`src/rtl/ptw_pkg.sv`:
```
// ptw_pkg: shared types and constants for the four-level page table walker.
// Used by ptw_step and four_level_page_table_walker; no dependencies.
package ptw_pkg;

    localparam int PHYS_MASK_BITS_DEF = 36;
    localparam int ADDR_W = 52;
    localparam int VA_W   = 48;
    localparam int DATA_W = 64;

    localparam int PRESENT_BIT = 0;
    localparam int LARGE_BIT   = 7;

    localparam logic KIND_READ   = 1'b0;
    localparam logic KIND_FINISH = 1'b1;

    localparam logic ACT_REQUEST  = 1'b0;
    localparam logic ACT_RESPONSE = 1'b1;

    typedef enum logic [2:0] {
        LVL_IDLE = 3'd0,
        LVL_1    = 3'd1,
        LVL_2    = 3'd2,
        LVL_3    = 3'd3,
        LVL_4    = 3'd4
    } level_t;

    typedef struct packed {
        logic              kind;
        logic [ADDR_W-1:0] address;
        logic              fault;
    } result_t;

    typedef struct packed {
        logic    has_result;
        result_t res;
        level_t  level_next;
        logic    load_vaddr;
    } step_t;

endpackage

```
`src/rtl/ptw_step.sv`:
```
// ptw_step: one walk step for a request or read-response beat.
// Depends on ptw_pkg.
module ptw_step
    import ptw_pkg::*;
#(
    parameter int PHYS_MASK_BITS = PHYS_MASK_BITS_DEF
) (
    input  level_t            level,
    input  logic [VA_W-1:0]   saved_vaddr,
    input  logic              action,
    input  logic [ADDR_W-1:0] table_base,
    input  logic [VA_W-1:0]   virt_addr,
    input  logic [DATA_W-1:0] read_data,
    output step_t             step
);

    localparam logic [ADDR_W-1:0] PMASK =
        ((ADDR_W'(1) << PHYS_MASK_BITS) - ADDR_W'(1)) & ~ADDR_W'(12'hFFF);

    logic [ADDR_W-1:0] entry_base;
    logic [ADDR_W-1:0] req_addr;
    logic              present;
    logic              page_size;

    assign entry_base = read_data[ADDR_W-1:0] & PMASK;
    assign present    = read_data[PRESENT_BIT];
    assign page_size  = read_data[LARGE_BIT];
    assign req_addr   = (table_base & ~ADDR_W'(4'hF))
                      + {40'd0, virt_addr[47:39], 3'd0};

    always_comb begin
        step.has_result  = 1'b0;
        step.res.kind    = KIND_READ;
        step.res.address = '0;
        step.res.fault   = 1'b0;
        step.level_next  = level;
        step.load_vaddr  = 1'b0;
        if (action == ACT_REQUEST) begin
            if (level == LVL_IDLE) begin
                step.has_result  = 1'b1;
                step.res.address = req_addr;
                step.level_next  = LVL_1;
                step.load_vaddr  = 1'b1;
            end
        end else begin
            unique case (level)
                LVL_1: begin
                    step.has_result = 1'b1;
                    if (!present) begin
                        step.res.kind   = KIND_FINISH;
                        step.res.fault  = 1'b1;
                        step.level_next = LVL_IDLE;
                    end else begin
                        step.res.address = entry_base + {40'd0, saved_vaddr[38:30], 3'd0};
                        step.level_next  = LVL_2;
                    end
                end
                LVL_2: begin
                    step.has_result = 1'b1;
                    if (!present) begin
                        step.res.kind   = KIND_FINISH;
                        step.res.fault  = 1'b1;
                        step.level_next = LVL_IDLE;
                    end else if (page_size) begin
                        step.res.kind    = KIND_FINISH;
                        step.res.address = {read_data[51:30], saved_vaddr[29:0]};
                        step.level_next  = LVL_IDLE;
                    end else begin
                        step.res.address = entry_base + {40'd0, saved_vaddr[29:21], 3'd0};
                        step.level_next  = LVL_3;
                    end
                end
                LVL_3: begin
                    step.has_result = 1'b1;
                    if (!present) begin
                        step.res.kind   = KIND_FINISH;
                        step.res.fault  = 1'b1;
                        step.level_next = LVL_IDLE;
                    end else if (page_size) begin
                        step.res.kind    = KIND_FINISH;
                        step.res.address = entry_base + {31'd0, saved_vaddr[20:0]};
                        step.level_next  = LVL_IDLE;
                    end else begin
                        step.res.address = entry_base + {40'd0, saved_vaddr[20:12], 3'd0};
                        step.level_next  = LVL_4;
                    end
                end
                LVL_4: begin
                    step.has_result = 1'b1;
                    step.res.kind   = KIND_FINISH;
                    step.level_next = LVL_IDLE;
                    if (entry_base == '0) begin
                        step.res.fault = 1'b1;
                    end else begin
                        step.res.address = entry_base + {40'd0, saved_vaddr[11:0]};
                    end
                end
                default: begin
                    step.level_next = LVL_IDLE;
                end
            endcase
        end
    end

endmodule

```
`src/rtl/four_level_page_table_walker.sv`:
```
// four_level_page_table_walker: top level, walk state and output buffering.
// Depends on ptw_pkg and ptw_step.
//
// Usage: the s_ channel carries request beats (action 0: table_base,
// virt_addr) and memory read-response beats (action 1: read_data). The m_
// channel carries read requests (kind 0, entry address) and finished
// translations (kind 1, physical address, fault).
// Each input beat is decoded in the cycle it is accepted by ptw_step and its
// result is registered; one beat is taken per cycle while s_ready is high.
// A request during a walk and a response while idle are dropped silently.
// The output has a main register plus a one-entry skid, so a beat is still
// taken while a result waits; s_ready falls only when both are full, and a
// stalled receiver holds m_ at their values until taken.
// Reset (aresetn low, synchronous) empties both output stages and returns
// the walk to idle.
module four_level_page_table_walker
    import ptw_pkg::*;
#(
    parameter int PHYS_MASK_BITS = PHYS_MASK_BITS_DEF
) (
    input  logic              aclk,
    input  logic              aresetn,
    input  logic              s_valid,
    output logic              s_ready,
    input  logic              s_action,
    input  logic [ADDR_W-1:0] s_table_base,
    input  logic [VA_W-1:0]   s_virt_addr,
    input  logic [DATA_W-1:0] s_read_data,
    output logic              m_valid,
    input  logic              m_ready,
    output logic              m_kind,
    output logic [ADDR_W-1:0] m_address,
    output logic              m_fault
);

    level_t          level_reg;
    logic [VA_W-1:0] vaddr_reg;
    step_t           step;
    logic            main_valid_reg;
    result_t         main_reg;
    logic            skid_valid_reg;
    result_t         skid_reg;
    logic            accept;
    logic            push;
    logic            pop;

    ptw_step #(
        .PHYS_MASK_BITS(PHYS_MASK_BITS)
    ) u_step (
        .level      (level_reg),
        .saved_vaddr(vaddr_reg),
        .action     (s_action),
        .table_base (s_table_base),
        .virt_addr  (s_virt_addr),
        .read_data  (s_read_data),
        .step       (step)
    );

    assign s_ready   = !skid_valid_reg;
    assign accept    = s_valid && s_ready;
    assign push      = accept && step.has_result;
    assign pop       = main_valid_reg && m_ready;
    assign m_valid   = main_valid_reg;
    assign m_kind    = main_reg.kind;
    assign m_address = main_reg.address;
    assign m_fault   = main_reg.fault;

    always_ff @(posedge aclk) begin
        if (!aresetn) begin
            level_reg <= LVL_IDLE;
            vaddr_reg <= '0;
        end else if (accept) begin
            level_reg <= step.level_next;
            if (step.load_vaddr) begin
                vaddr_reg <= s_virt_addr;
            end
        end
    end

    always_ff @(posedge aclk) begin
        if (!aresetn) begin
            main_valid_reg <= 1'b0;
            skid_valid_reg <= 1'b0;
        end else if (skid_valid_reg) begin
            if (pop) begin
                main_reg       <= skid_reg;
                skid_valid_reg <= 1'b0;
            end
        end else if (main_valid_reg && !pop) begin
            if (push) begin
                skid_reg       <= step.res;
                skid_valid_reg <= 1'b1;
            end
        end else begin
            main_valid_reg <= push;
            if (push) begin
                main_reg <= step.res;
            end
        end
    end

    a_skid_implies_main: assert property (@(posedge aclk) disable iff (!aresetn)
        skid_valid_reg |-> main_valid_reg)
        else $error("skid stage holds a beat while main stage is empty");

    a_fault_is_finish: assert property (@(posedge aclk) disable iff (!aresetn)
        (m_valid && m_fault) |-> (m_kind == KIND_FINISH && m_address == '0))
        else $error("fault beat not a zero-address finish");

    a_finish_to_idle: assert property (@(posedge aclk) disable iff (!aresetn)
        (push && step.res.kind == KIND_FINISH) |=> (level_reg == LVL_IDLE))
        else $error("walk not idle after finish");

    a_request_starts_walk: assert property (@(posedge aclk) disable iff (!aresetn)
        (accept && s_action == ACT_REQUEST && level_reg == LVL_IDLE)
        |=> (level_reg == LVL_1 && vaddr_reg == $past(s_virt_addr)))
        else $error("request did not start walk");

    a_idle_response_dropped: assert property (@(posedge aclk) disable iff (!aresetn)
        (accept && s_action == ACT_RESPONSE && level_reg == LVL_IDLE) |-> !push)
        else $error("response while idle produced a result");

endmodule

```
`config.mk`:
```
export PLATFORM = sky130hd
export DESIGN_NAME = four_level_page_table_walker
export DESIGN_NICKNAME = d
export VERILOG_FILES = /design/src/rtl/ptw_pkg.sv /design/src/rtl/ptw_step.sv /design/src/rtl/four_level_page_table_walker.sv
export SDC_FILE = /design/constraint.sdc
export NUM_CORES = 1
export LEC_CHECK = 0
export ABC_CLOCK_PERIOD_IN_PS = 11000
export BUFFER_PORTS_ARGS = -buffer_cell sky130_fd_sc_hd__buf_2
export CORE_MARGIN = 10
export CORE_UTILIZATION = 54
export DETAILED_ROUTE_END_ITERATION = 10
export MAX_ROUTING_LAYER = met4
export PLACE_DENSITY = 0.81
export SYNTH_ARGS = -nofsm -noshare
export SYNTH_HDL_FRONTEND = slang
export SYNTH_HIERARCHICAL = 1
export SYNTH_SLANG_ARGS = --single-unit
```
`constraint.sdc`:
```
create_clock -name aclk -period 11 [get_ports aclk]
set_input_delay 2.75 -clock aclk [delete_from_list [all_inputs] [get_ports aclk]]
set_output_delay 2.75 -clock aclk [all_outputs]
set_load 0.1 [all_outputs]
```
==> impl_metrics.ini <==
[power_and_ir_drop]
p_int_mw = 1.05
power_switching_mw = 0.422
p_total_mw = 1.47
peakVddDrop_mv = 0.109
p_sw_share_pct = 28.7
powerDensity_mw_per_mm2 = 144
clockPowerShare_pct = 39.5
seqPwrFrac_pct = 44.0
comb_power_share_pct = 16.6
leakage_nw = 3.90

[floorplan]
initial_core_util_pct = 55.6
core_mm2 = 0.0154
die_w_um = 146
io_pins = 225
rows = 45
die_height_um = 146
die-area_mm2 = 0.0213

[timing]
maxSlewViolCount = 0
tns_ps = 0
skew_ps = 10.4
tightest_slew_ps = 1290
period_needed_ps = 5560
hold_viol = 0
whs_ps = 446
worst_slack_ps = 5440
clock.fmax_ghz = 0.180
timing.slew.headroom_pct = 13.3
setup_violations = 0
fin_crit_sh_pct = 50.5
rsz0062_at_grt = no

[worst_setup_path]
crit_path_cell_trace = buf_2 -> ha_1 -> fa_1 -> a211oi_1 -> o21ai_0 -> a31o_2 -> and2_1 -> nand3_1 -> xor2_1 -> o221ai_1 -> mux2_2
r2r-end = m_address[32]
slowest_delay_ps = 450
reg2reg_depth = 11
r2r_start = vaddr_reg[12]
worstSetupStartpointType = input pin
arrival_ps = 5730
crit_type = input pin to flip-flop
crit_path_end_kind = flip-flop
required_ps = 11170
crit_fanout = 10
cpMaxStageDelayCell = fa_1
r2r_slack_ps = 7550

[clocking]
cts.path.max_buffers = 2
h-tree-depth = 4
cts_hold_buffers = 0
cts_buffers = 17
post_cts_buffers = 0
path_clk_slew_ps = 60
cts_root_buffer = clkbuf_16
tritoncts = built
cts.repair.resized = 0
clock_sinks = 152
clk_latency_ps = 420

[grt]
gr-total-overflow = 0
gr-usage-all-layers_pct = 23.6
grt_pass1_wl_um = 39100
grt_pass1_vias = 7160
grt_max_degree = 86
antenna_found_initial = 0

[final_layout]
largest_reg_flops = 54
drive_gt1_share_pct = 30.8
syn2layout_area_growth_pct = 19.8
fin_util_pct = 66.6
nets = 1198
final.fill_count = 1266
fin_cells = 1235
design_area_mm2 = 0.0102

[placed_design]
dpl.hpwl_um = 18600
numPortBuffers = 198
gp_congestion = 0.963
pre_cts_slack_ps = 5080
dp.cells = 1202
dpl-instance-area_mm2 = 0.00965

[hold_path]
hp-start = vaddr_reg[0]
hp-class = flip-flop to flip-flop
hold_depth = 2
holdPathEnd = vaddr_reg[0]

[routing]
drt-initial-drc-count = 778
vias_per_cell = 5.98
routedWlPerCell_um = 20.6
ant_nets = 0
drt_pass1_iterations = 6
vias = 7390
drt-total-wl_um = 25400
drc = 0

[synth]
avgSynthCellArea_um2 = 10.3
netlist_area_mm2 = 0.00855
yosys_warnings = 6
syn_nets = 1021
synth_cells = 833

[run]
cap_violations = 0

[status]
status = finished, final reports clean
power groups by stage:
| stage | Combinational, mW | Sequential (mW) | Clock, mW |
|---|---|---|---|
| final | 0.244 | 0.648 | 0.581 |
| after CTS | 0.243 | 0.647 | 0.590 |
| after floorplan | 0.111 | 0.716 | 0 |
| after global routing | 0.262 | 0.649 | 0.612 |
| after detailed placement | 0.241 | 0.659 | 0 |
| after global placement | 0.237 | 0.659 | 0 |
worst max-delay path by stage:
stage | startpoint | endpoint | slack [ps]
after floorplan | s_action | skid_reg[0] | 930
after global placement | s_table_base[4] | m_address[24] | 5150
after detailed placement | s_table_base[4] | m_address[30] | 5080
after CTS | s_table_base[4] | m_address[30] | 5520
after global routing | s_table_base[4] | m_address[30] | 5350
final | s_table_base[4] | m_address[30] | 5440
critical path, delay by kind of cell:
family / cells / cell delay (ps)
buf+inv: 1 / 100
simple gates: 2 / 580
fa+ha+maj: 2 / 660
xor+xnor: 1 / 190
mux: 1 / 310
compound gates: 4 / 1140
routing by layer:
layer	GRT usage, %	wire length (um)	share of wire, %
met3	5.59	2140	8.4
met4	5.76	340	1.3
met1	30.0	10800	43
met2	37.2	12100	48
met5	-	0	0
cell usage in the layout (no fill, tap or decap), drive strengths merged, types with 13 or more instances in the layout:
cell type  count
a21oi         20
a222oi        13
and3          16
buf          209
clkbuf        19
dfxtp         44
edfxtp       108
ha            17
inv           22
mux2          55
nand2        100
nand3         71
nand4         15
nor2          39
o21ai         75
o221ai        19
xnor2         26
xor2          31
area by class of cell:
class                           instances  area, um^2  area share, %
Multi-Input combinational cell        614        4120           40.3
Antenna cell                            1        2.50         0.0244
Sequential cell                       152        4130           40.3
Tap cell                              211         264           2.58
Timing Repair Buffer                  209        1070           10.5
Inverter                               16        60.1          0.586
Clock buffer                           19         464           4.53
Clock inverter                         13         129           1.26
Note: power is estimated with default switching activity, not from simulation.
